File: config.mk
export PLATFORM = sky130hd
export DESIGN_NAME = ordered_list_engine_flat
export DESIGN_NICKNAME = d
export VERILOG_FILES = /design/src/rtl/ole_pkg.sv /design/src/rtl/ole_if.sv /design/src/rtl/ole_cell.sv /design/src/rtl/ordered_list_engine.sv /design/src/flat_wrapper.sv
export SDC_FILE = /design/constraint.sdc
export NUM_CORES = 2
export LEC_CHECK = 0
export BUFFER_PORTS_ARGS = -buffer_cell sky130_fd_sc_hd__buf_2
export CAP_MARGIN = 10
export CORE_AREA = 2 2 426 428
export DETAILED_ROUTE_END_ITERATION = 6
export DIE_AREA = 0 0 428 430
export PLACE_DENSITY = 0.69
export SLEW_MARGIN = 25
export SYNTH_ARGS = -nofsm -noshare
export SYNTH_HDL_FRONTEND = slang
export SYNTH_SLANG_ARGS = --single-unit
File: constraint.sdc
create_clock -name clk -period 8.45 [get_ports clk]
set_input_delay 0.4225 -clock clk [delete_from_list [all_inputs] [get_ports clk]]
set_output_delay 0.4225 -clock clk [all_outputs]
set_load 0.01 [all_outputs]
File: src/rtl/ole_pkg.sv
package ole_pkg;

    localparam int DEPTH      = 32;
    localparam int VALUE_BITS = 32;
    localparam int IDX_W      = $clog2(DEPTH);
    localparam int CNT_W      = $clog2(DEPTH + 1);

    localparam int MODE_W   = 3;
    localparam int STATUS_W = 2;

    localparam logic [MODE_W-1:0] MODE_PUSH   = 3'd0;
    localparam logic [MODE_W-1:0] MODE_INSERT = 3'd1;
    localparam logic [MODE_W-1:0] MODE_FIND   = 3'd2;
    localparam logic [MODE_W-1:0] MODE_REMOVE = 3'd3;
    localparam logic [MODE_W-1:0] MODE_MOVE   = 3'd4;

    localparam logic [STATUS_W-1:0] STATUS_OK     = 2'd0;
    localparam logic [STATUS_W-1:0] STATUS_FULL   = 2'd1;
    localparam logic [STATUS_W-1:0] STATUS_ABSENT = 2'd2;
    localparam logic [STATUS_W-1:0] STATUS_BEYOND = 2'd3;

    // Kind of rearrangement that the row of cells performs in an update.
    typedef enum logic [1:0] {
        SHIFT_NONE = 2'd0,
        SHIFT_INS  = 2'd1,
        SHIFT_DEL  = 2'd2,
        SHIFT_MOV  = 2'd3
    } shift_kind_t;

    typedef struct packed {
        logic              shift_en;
        shift_kind_t       kind;
        logic [IDX_W-1:0]  ins_pos;
        logic [IDX_W-1:0]  del_idx;
    } cell_ctrl_t;

endpackage

File: src/rtl/ole_if.sv
interface ole_in_if
    import ole_pkg::*;
    ();
    logic                valid;
    logic                ready;
    logic [MODE_W-1:0]   mode;
    logic [31:0]         value;
    logic [4:0]          position;

    modport source (output valid, output mode, output value, output position, input ready);
    modport sink   (input valid, input mode, input value, input position, output ready);
endinterface

interface ole_out_if
    import ole_pkg::*;
    ();
    logic                valid;
    logic                ready;
    logic [STATUS_W-1:0] status;
    logic [4:0]          found_index;
    logic                found;
    logic [5:0]          entry_count;

    modport source (output valid, output status, output found_index, output found,
                    output entry_count, input ready);
    modport sink   (input valid, input status, input found_index, input found,
                    input entry_count, output ready);
endinterface

File: src/rtl/ole_cell.sv
module ole_cell
    import ole_pkg::*;
(
    input  logic                  clk,
    input  logic [IDX_W-1:0]      cell_idx,
    input  cell_ctrl_t            ctrl,
    input  logic [VALUE_BITS-1:0] key,
    input  logic [VALUE_BITS-1:0] left_in,
    input  logic [VALUE_BITS-1:0] right_in,
    output logic [VALUE_BITS-1:0] entry,
    output logic                  hit
);

    logic [VALUE_BITS-1:0] entry_reg;
    logic [VALUE_BITS-1:0] entry_next;
    logic                  below_pos;
    logic                  at_pos;
    logic                  below_del;
    logic                  upto_del;

    assign below_pos = cell_idx < ctrl.ins_pos;
    assign at_pos    = cell_idx == ctrl.ins_pos;
    assign below_del = cell_idx < ctrl.del_idx;
    assign upto_del  = cell_idx <= ctrl.del_idx;

    // Each cell takes its own entry, a neighbor's entry or the key.
    always_comb
    begin
        entry_next = entry_reg;
        unique case (ctrl.kind)
            SHIFT_INS:
            begin
                if (at_pos)
                    entry_next = key;
                else if (!below_pos)
                    entry_next = left_in;
            end
            SHIFT_DEL:
            begin
                if (!below_del)
                    entry_next = right_in;
            end
            SHIFT_MOV:
            begin
                if (at_pos)
                    entry_next = key;
                else if (below_pos)
                    entry_next = below_del ? entry_reg : right_in;
                else
                    entry_next = upto_del ? left_in : entry_reg;
            end
            default:
            begin
                entry_next = entry_reg;
            end
        endcase
    end

    always_ff @(posedge clk)
    begin
        if (ctrl.shift_en)
            entry_reg <= entry_next;
    end

    assign entry = entry_reg;
    assign hit   = entry_reg == key;

endmodule

File: src/rtl/ordered_list_engine.sv
// Ordered list engine: keeps an ordered list of up to 32 identifiers, such as
// a window stacking order, in a row of cells that each hold one entry.
// The req channel carries one item per operation: push, insert at position,
// find, remove or move to position. The rsp channel returns exactly one item
// per request with the status, the index of the first match, a found flag
// and the entry count after the operation.
// An accepted item passes through the compare stage, where every cell
// compares its entry with the value and the first match is encoded, and
// then the update stage, where all cells shift toward or away from their
// neighbors at once. The response is registered when the update finishes.
// A new item is accepted in the same cycle that the previous one finishes,
// so the block works on one item at a time over the cell row.
// If the receiver stalls, the response waits in an output register and the
// item in the update stage holds until that register can take its result;
// req.ready then stays low. Reset clears the entry count and the handshake
// state; the stored entries need no reset since only held entries are read.
module ordered_list_engine
    import ole_pkg::*;
(
    input  logic clk,
    input  logic rst_n,
    ole_in_if.sink    req,
    ole_out_if.source rsp
);

    typedef enum logic [2:0] {
        ST_IDLE = 3'b001,
        ST_CMP  = 3'b010,
        ST_UPD  = 3'b100
    } state_t;

    state_t state_reg;
    state_t state_next;

    logic [MODE_W-1:0]     mode_reg;
    logic [VALUE_BITS-1:0] value_reg;
    logic [IDX_W-1:0]      pos_reg;
    logic [CNT_W-1:0]      count_reg;
    logic [CNT_W-1:0]      count_next;
    logic                  hit_reg;
    logic [IDX_W-1:0]      idx_reg;

    logic                  out_valid_reg;
    logic                  out_valid_next;
    logic [STATUS_W-1:0]   status_reg;
    logic [STATUS_W-1:0]   status_next;
    logic [IDX_W-1:0]      out_idx_reg;
    logic                  out_found_reg;
    logic [CNT_W-1:0]      out_count_reg;

    logic                  accept;
    logic                  can_finish;
    logic                  full;
    logic [CNT_W-1:0]      pos_ext;
    shift_kind_t           kind;
    logic [IDX_W-1:0]      ins_pos;
    cell_ctrl_t            ctrl;

    logic [VALUE_BITS-1:0] entries [DEPTH];
    logic [DEPTH-1:0]      cell_hit;
    logic                  first_hit;
    logic [IDX_W-1:0]      first_idx;

    // Handshake: a finishing item makes room for the next one at once.
    assign can_finish = (state_reg == ST_UPD) && (!out_valid_reg || rsp.ready);
    assign req.ready  = (state_reg == ST_IDLE) || can_finish;
    assign accept     = req.valid && req.ready;

    always_comb
    begin
        state_next = state_reg;
        unique case (state_reg)
            ST_IDLE: state_next = accept ? ST_CMP : ST_IDLE;
            ST_CMP:  state_next = ST_UPD;
            ST_UPD:
            begin
                if (can_finish)
                    state_next = accept ? ST_CMP : ST_IDLE;
            end
            default: state_next = ST_IDLE;
        endcase
    end

    // Cell row: each cell sees both neighbors, the ends take a zero value; the left
    // one is never selected, the right one only fills the last cell on a removal.
    genvar g;
    generate
        for (g = 0; g < DEPTH; g++)
        begin : g_cell
            logic [VALUE_BITS-1:0] left_w;
            logic [VALUE_BITS-1:0] right_w;
            if (g == 0)
            begin : g_first
                assign left_w = '0;
            end
            else
            begin : g_mid_l
                assign left_w = entries[g-1];
            end
            if (g == DEPTH - 1)
            begin : g_last
                assign right_w = '0;
            end
            else
            begin : g_mid_r
                assign right_w = entries[g+1];
            end
            ole_cell u_cell (
                .clk      (clk),
                .cell_idx (IDX_W'(g)),
                .ctrl     (ctrl),
                .key      (value_reg),
                .left_in  (left_w),
                .right_in (right_w),
                .entry    (entries[g]),
                .hit      (cell_hit[g])
            );
        end
    endgenerate

    // First match among the held entries; index zero when there is none.
    always_comb
    begin
        first_hit = 1'b0;
        first_idx = '0;
        for (int i = DEPTH - 1; i >= 0; i--)
        begin
            if (cell_hit[i] && (CNT_W'(i) < count_reg))
            begin
                first_hit = 1'b1;
                first_idx = IDX_W'(i);
            end
        end
    end

    // Operation decode in the update stage.
    assign full    = count_reg == CNT_W'(DEPTH);
    assign pos_ext = CNT_W'(pos_reg);

    always_comb
    begin
        status_next = STATUS_OK;
        kind        = SHIFT_NONE;
        ins_pos     = pos_reg;
        count_next  = count_reg;
        unique case (mode_reg)
            MODE_PUSH:
            begin
                if (full)
                    status_next = STATUS_FULL;
                else
                begin
                    kind       = SHIFT_INS;
                    ins_pos    = count_reg[IDX_W-1:0];
                    count_next = count_reg + 1'b1;
                end
            end
            MODE_INSERT:
            begin
                if (full)
                    status_next = STATUS_FULL;
                else if (pos_ext > count_reg)
                    status_next = STATUS_BEYOND;
                else
                begin
                    kind       = SHIFT_INS;
                    count_next = count_reg + 1'b1;
                end
            end
            MODE_FIND:
            begin
                if (!hit_reg)
                    status_next = STATUS_ABSENT;
            end
            MODE_REMOVE:
            begin
                if (!hit_reg)
                    status_next = STATUS_ABSENT;
                else
                begin
                    kind       = SHIFT_DEL;
                    count_next = count_reg - 1'b1;
                end
            end
            MODE_MOVE:
            begin
                if (hit_reg)
                begin
                    // A present value: the target is checked against the
                    // count that the removal would leave.
                    if (pos_ext > count_reg - 1'b1)
                        status_next = STATUS_BEYOND;
                    else
                        kind = SHIFT_MOV;
                end
                else if (full)
                    status_next = STATUS_FULL;
                else if (pos_ext > count_reg)
                    status_next = STATUS_BEYOND;
                else
                begin
                    kind       = SHIFT_INS;
                    count_next = count_reg + 1'b1;
                end
            end
            default:
            begin
                status_next = STATUS_OK;
            end
        endcase
    end

    assign ctrl.shift_en = can_finish && (kind != SHIFT_NONE);
    assign ctrl.kind     = kind;
    assign ctrl.ins_pos  = ins_pos;
    assign ctrl.del_idx  = idx_reg;

    assign out_valid_next = can_finish ? 1'b1 : (rsp.ready ? 1'b0 : out_valid_reg);

    always_ff @(posedge clk or negedge rst_n)
    begin
        if (!rst_n)
        begin
            state_reg     <= ST_IDLE;
            count_reg     <= '0;
            out_valid_reg <= 1'b0;
        end
        else
        begin
            state_reg     <= state_next;
            out_valid_reg <= out_valid_next;
            if (can_finish)
                count_reg <= count_next;
        end
    end

    always_ff @(posedge clk)
    begin
        if (accept)
        begin
            mode_reg  <= req.mode;
            value_reg <= req.value[VALUE_BITS-1:0];
            pos_reg   <= req.position[IDX_W-1:0];
        end
        if (state_reg == ST_CMP)
        begin
            hit_reg <= first_hit;
            idx_reg <= first_idx;
        end
        if (can_finish)
        begin
            status_reg    <= status_next;
            out_idx_reg   <= idx_reg;
            out_found_reg <= hit_reg;
            out_count_reg <= count_next;
        end
    end

    assign rsp.valid       = out_valid_reg;
    assign rsp.status      = status_reg;
    assign rsp.found_index = out_idx_reg;
    assign rsp.found       = out_found_reg;
    assign rsp.entry_count = out_count_reg;

endmodule
File: src/flat_wrapper.sv
// flat-port wrapper written by rule: the top's interface ports become plain ports
module ordered_list_engine_flat import ole_pkg::*;
  (clk, rst_n, req_valid, req_mode, req_value, req_position, req_ready, rsp_valid, rsp_status, rsp_found_index, rsp_found, rsp_entry_count, rsp_ready);
  ole_in_if req_i ();
  ole_out_if rsp_i ();
  input  logic clk;
  input  logic rst_n;
  input wire logic [$bits(req_i.valid)-1:0] req_valid;
  input wire logic [$bits(req_i.mode)-1:0] req_mode;
  input wire logic [$bits(req_i.value)-1:0] req_value;
  input wire logic [$bits(req_i.position)-1:0] req_position;
  output wire logic [$bits(req_i.ready)-1:0] req_ready;
  output wire logic [$bits(rsp_i.valid)-1:0] rsp_valid;
  output wire logic [$bits(rsp_i.status)-1:0] rsp_status;
  output wire logic [$bits(rsp_i.found_index)-1:0] rsp_found_index;
  output wire logic [$bits(rsp_i.found)-1:0] rsp_found;
  output wire logic [$bits(rsp_i.entry_count)-1:0] rsp_entry_count;
  input wire logic [$bits(rsp_i.ready)-1:0] rsp_ready;
  assign req_i.valid = req_valid;
  assign req_i.mode = req_mode;
  assign req_i.value = req_value;
  assign req_i.position = req_position;
  assign req_ready = req_i.ready;
  assign rsp_valid = rsp_i.valid;
  assign rsp_status = rsp_i.status;
  assign rsp_found_index = rsp_i.found_index;
  assign rsp_found = rsp_i.found;
  assign rsp_entry_count = rsp_i.entry_count;
  assign rsp_i.ready = rsp_ready;
  ordered_list_engine u_core (.clk(clk), .rst_n(rst_n), .req(req_i), .rsp(rsp_i));
endmodule
Word-level counts from Yosys, hierarchy flattened
Cells that the tools add are included. Widths: inputs -> output; s select.

Register bits after elaboration: 1094. Input port bits: 44. Word-level logic and storage cells: 683.

Add/sub/neg operators: 2. Order comparisons: 130. Eq/ne operators: 139. Multiplexer cells: 283. Reduce and logical (&&, ||, !) cells: 81.

Operators by type and width (count): $mux 32 (192); $pmux 32 s3 (32); $eq 32x32->1 (32); $lt 5x5->1 const A (32); $ne 4x4->1 const B (32); $reduce_and 4->1 (32); $lt 5x6->1 const A (16); $ne 3x3->1 const B (32); $mux 5 (18); $eq 5x5->1 const A (16); $le 5x5->1 const A (16); $lt 4x5->1 const A (16); $lt 4x6->1 const A (8); $eq 4x5->1 const A (8); $le 4x5->1 const A (8); $lt 3x5->1 const A (8); $logic_and 1x1->1 (35); $mux 4 (8); $reduce_or 31->1 (1); $mux 6 (5); $lt 3x6->1 const A (4); $mux 2 (12); $pmux 6 s4 (1); $eq 3x5->1 const A (4); other kinds (33) (67).

Depth between registers and ports, before layout
Depth after elaboration: 33. Mapped depth: 19.

Cells and area by module
Synthesis repeated with hierarchy kept, for this count alone.

Cell total of the unflattened synthesis: 11054. Area total of the unflattened synthesis: 109281.1 sq um.

By module, submodules not included: ole_cell (u_core.g_cell[19].u_cell ...) (instances 22, cells each 303, area an instance 3159.3 sq um, seq. area each 960.9 sq um); ole_cell (u_core.g_cell[10].u_cell ...) (instances 9, cells each 408, area an instance 3622.2 sq um, seq. area each 960.9 sq um); ordered_list_engine (instances 1, cells each 446, area an instance 4461.8 sq um, seq. area each 2053.2 sq um); ole_cell (u_core.g_cell[0].u_cell) (instances 1, cells each 270, area an instance 2715.1 sq um, seq. area each 960.9 sq um).

Worst setup path before layout
No wires, ideal clock.

Kind: register to register. Start point: register u_core.count_reg[1]. End point: register u_core.g_cell[29].u_cell.entry_reg[0], enable pin. Arrival time: 5963 ps. Path slack: 2007 ps. Stages on the path, launching flop included: 18. Buffers on the path: 5. Cell sequence: dfrtp_1 -> clkbuf_1 -> clkbuf_1 -> inv_1 -> ha_1 -> ha_1 -> nor2b_1 -> o21a_1 -> o21a_1 -> o21a_1 -> o21ai_1 -> nand3_1 -> buf_2 -> buf_2 -> o211ai_1 -> o21ai_1 -> buf_2 -> a311oi_1.

Cells in the longest elaborated chain, start to end: 8.

Ends and longest elaborated chain: from (decl) (RTL line ordered_list_engine.sv:38) `logic [CNT_W-1:0] count_reg;`; from (signal assigned) (RTL line ordered_list_engine.sv:233) `count_reg <= count_next;`; $sub 6x1->6 or $gt 5x6->1 (tied branches) (RTL line ordered_list_engine.sv:191, ordered_list_engine.sv:162, ordered_list_engine.sv:198); $gt 5x6->1 or $mux 1 (tied branches) (RTL line ordered_list_engine.sv:191, ordered_list_engine.sv:162, ordered_list_engine.sv:198); $mux 2, on equally long branches (RTL line ordered_list_engine.sv:191, ordered_list_engine.sv:196); $mux 2 (RTL line ordered_list_engine.sv:187) `if (hit_reg)`; $pmux 2 s4 (RTL line ordered_list_engine.sv:146) `unique case (mode_reg)`; $eq 2x2->1 (tied with other cells) (RTL line ole_cell.sv:30) `unique case (ctrl.kind)`; $ne 4x4->1 (no line) (tied with other cells); $reduce_and 4->1 (no line) (*); to (signal assigned) (RTL line ole_cell.sv:62) `entry_reg <= entry_next;`; to (decl) (RTL line ole_cell.sv:14) `logic [VALUE_BITS-1:0] entry_reg;`.

Every way passes the cells marked *; elsewhere a longest branch is shown, timed or not. A chain may end at the register's enable or synchronous reset.

Worst setup path in the final report
Start point: register u_core.count_reg[0]. End point: register u_core.g_cell[16].u_cell.entry_reg[6], enable pin.

Cells in the longest elaborated chain, start to end: 8.

Ends and longest elaborated chain (RTL line): $sub 6x1->6 or $gt 5x6->1 (tied branches) (ordered_list_engine.sv:191, ordered_list_engine.sv:162, ordered_list_engine.sv:198); $gt 5x6->1 or $mux 1 (tied branches) (ordered_list_engine.sv:191, ordered_list_engine.sv:162, ordered_list_engine.sv:198); $mux 2, on equally long branches (ordered_list_engine.sv:191, ordered_list_engine.sv:196); $mux 2 (ordered_list_engine.sv:187); $pmux 2 s4 (ordered_list_engine.sv:146); $eq 2x2->1 (tied with other cells) (ole_cell.sv:30); $ne 4x4->1 (no line) (tied with other cells); $reduce_and 4->1 (no line) (*); to (signal assigned) (ole_cell.sv:62); to (decl) (ole_cell.sv:14).

Marks and branches as above.

==> run metrics <==
status=completed; RSZ-0062 raised after global routing=no; Layout area overhead=8.42%; crit end category=flop; crit path DAT=6.84 ns; Vias=82600; chip width=428 um; pin count of the biggest net entering global routing=199; fin crit share=75.2%; number of gates resized after CTS=0; post-DP HPWL=241000 um; CP max FO=59; number of global-route vias before repair=76200; CTS tree=done; max-slew violation count=0; final net count=8869; Die ar.=184000 um2; Die Y=430 um; Initial Utilization=48.6%; CTS Sinks=1094; num rows=156; cell taking the most area after synthesis=edfxtp_1; worst slew pin tran=1.12 ns; Yosys Warn Count=0; final setup margin=2.10 ns; PD cells=216 nW/um2; Mapped Nets=9363; Yosys top cell area share=37.3%; Max Fclk=0.157 GHz; synthesized area=87300 um2; Worst Clk Skew=0.0405 ns; Pleak=0.0345 uW; GRT Resource Usage Total=37.8%; Post-synth top flop=edfxtp_1; fill cell count=15800; number of buffer cells added on primary ports=59; Synth Area per Inst=9.38 um2; stages on the worst setup path=14; Yosys cell types=96; Clock transition at path regs=0.06 ns; crit-path most repeated cell=o21a_1; met2 Use GR=52.3%; ratio of cells with drive above 1 in the final layout=9.63%; final hold vios=0; vias per cell=7.32; Critical-path top delay cell=nor2_4; Most Used Layer, Global Route=met2; GRT met3 Usage=11.8%; VDD IR max=0.256 mV; total gr overflow=0; Routed Antenna Nets=0; Mapped Cells=9305; TritonCTS Buffers=136; pre-CTS WS=2.32 ns; setup TNS=0 ns; CTS root buf=clkbuf_16; Final setup viols=0; delay-heaviest family, CP=simple AND/OR/NAND/NOR gates; Non-Filler Cell Area, Final=94700 um2; RePlAce Congestion=1.06; ranking of synthesized cells by area=edfxtp_1 37%, mux2i_1 13%, xor2_1 6.3%; worst min-delay path class=in -> async; cells on worst reg2reg path=14; Rel. slew slack=25.6%; htree depth=4; Setup CP Type=reg -> reg; clock buffer depth=3; latest clock arrival within the worst-skew pair=0.83 ns; max_cap viols=0; Largest register FFs=1024; crit path time final=6.35 ns; core area=180000 um2; most common cell after layout, fill and taps aside=mux2i_1; Final Power=20500 uW; initial antenna violation count=14; CP required=8.94 ns; Post-Place Cells=11000; DRC=0; flops & latches, synth=1094; worst path bufs/invs=3; Post-synth EDFFs=1084; met1 usage=51.2%; register area share after synthesis=37.6%; most frequent cells in the layout=1172 x mux2i_1, 1097 x nand2_1, 1084 x edfxtp_1; final WL=366000 um; dpl cell area=89700 um2; drt first pass iters=7; Finished Layout Cells=11300; max incr delay on CP=0.95 ns; # IOs=60; CP Cell Sequence=inv_1 -> ha_1 -> ha_1 -> nor2b_1 -> o21a_1 -> o21a_1 -> o21a_1 -> o21ai_1 -> nand3_4 -> o211a_1 -> nor2_4 -> buf_4 -> a211oi_4 -> buf_4; initial DRC count=15400; post-synthesis async set-or-reset flop share=0.914%; first-pass GRT wire length=526000 um; drt wl/cell=32.4 um; CP Launch Type=flop
synthesized netlist by cell type, drive strengths merged (10+ instances only):
master	n
a211oi	251
a21o	10
a21oi	487
a22o	13
a22oi	32
a2bb2oi	32
a31oi	49
a32oi	142
and2	10
and3	12
buf	354
clkbuf	648
edfxtp	1084
ha	14
inv	20
mux2	124
mux2i	1175
nand2	1119
nand3	96
nand4	119
nor2	460
nor2b	172
nor3	56
nor4	175
o211ai	11
o21a	10
o21ai	509
o21bai	32
o221a	27
o221ai	416
o22a	81
o22ai	355
o2bb2ai	33
o311ai	31
or2	10
or3	10
xnor2	405
xor2	625
through the flow:
step	util, %	hold WS, ns
floorplan	-	0.127
global placement	49.8	0.359
detailed placement	49.9	0.371
CTS	52.6	0.0612
global route	52.6	0.0949
finish	52.7	0.0951
area by class of cell:
class | instances | area, um2 | share of cell area [%]
diodes | 6 | 15.0 | 0.0159
repair buffers | 370 | 3160 | 3.33
clock inverters | 79 | 908 | 0.960
clock buffers | 160 | 3540 | 3.74
multi-input cells | 7184 | 51200 | 54.1
well taps | 2370 | 2970 | 3.13
flip-flops and latches | 1094 | 32800 | 34.7
inverters | 25 | 93.8 | 0.0991
what timing repair did:
item,CTS,global route
hold endpoints to repair,53,0
setup buffers,0,0
hold buffers,43,0
per-layer routing:
layer / routed length (um) / vias to the layer above / share of wire, %
met2: 145000 / 7326 / 40
met5: 185 / - / 0.051
met1: 135000 / 39500 / 37
met3: 56800 / 1543 / 16
met4: 27800 / 14 / 7.6
li1: - / 34200 / -
report_power, final:
group          total, uW  internal (uW)  switching, uW
combinational       7660           2390           5280
sequential          6710           6380            321
clock               6090           3500           2590
worst paths after layout:
| kind | from | endpoint | slack (ns) |
|---|---|---|---|
| hold / removal | rst_n | u_core.rsp.valid | 0.1 |
| setup / recovery | u_core.count_reg[0] | u_core.g_cell[16].u_cell.entry[6] | 2.10 |
| setup reg to reg | u_core.count_reg[0] | u_core.g_cell[16].u_cell.entry[6] | 2.10 |
| max in group asynchronous | rst_n | u_core.state_reg[0] | 8.03 |
| min in group clk | req_position[4] | u_core.pos_reg[4] | 0.32 |
| hold reg to reg | u_core.state_reg[0] | u_core.state_reg[2] | 0.61 |
cell families (layout without fill, tap and decap cells):
family          count (synthesis)  after routing  share of synthesized area, %
simple gates                 2272           2272                          11.7
fa+ha+maj                      14             14                         0.201
other cells                     0              6                             0
buf+inv                      1027            634                          4.95
flops                        1094           1094                          37.6
mux                          1299           1299                          15.1
xor+xnor                     1030           1030                          10.3
compound gates               2569           2569                          20.1
Note: power is estimated with default switching activity, not from simulation.
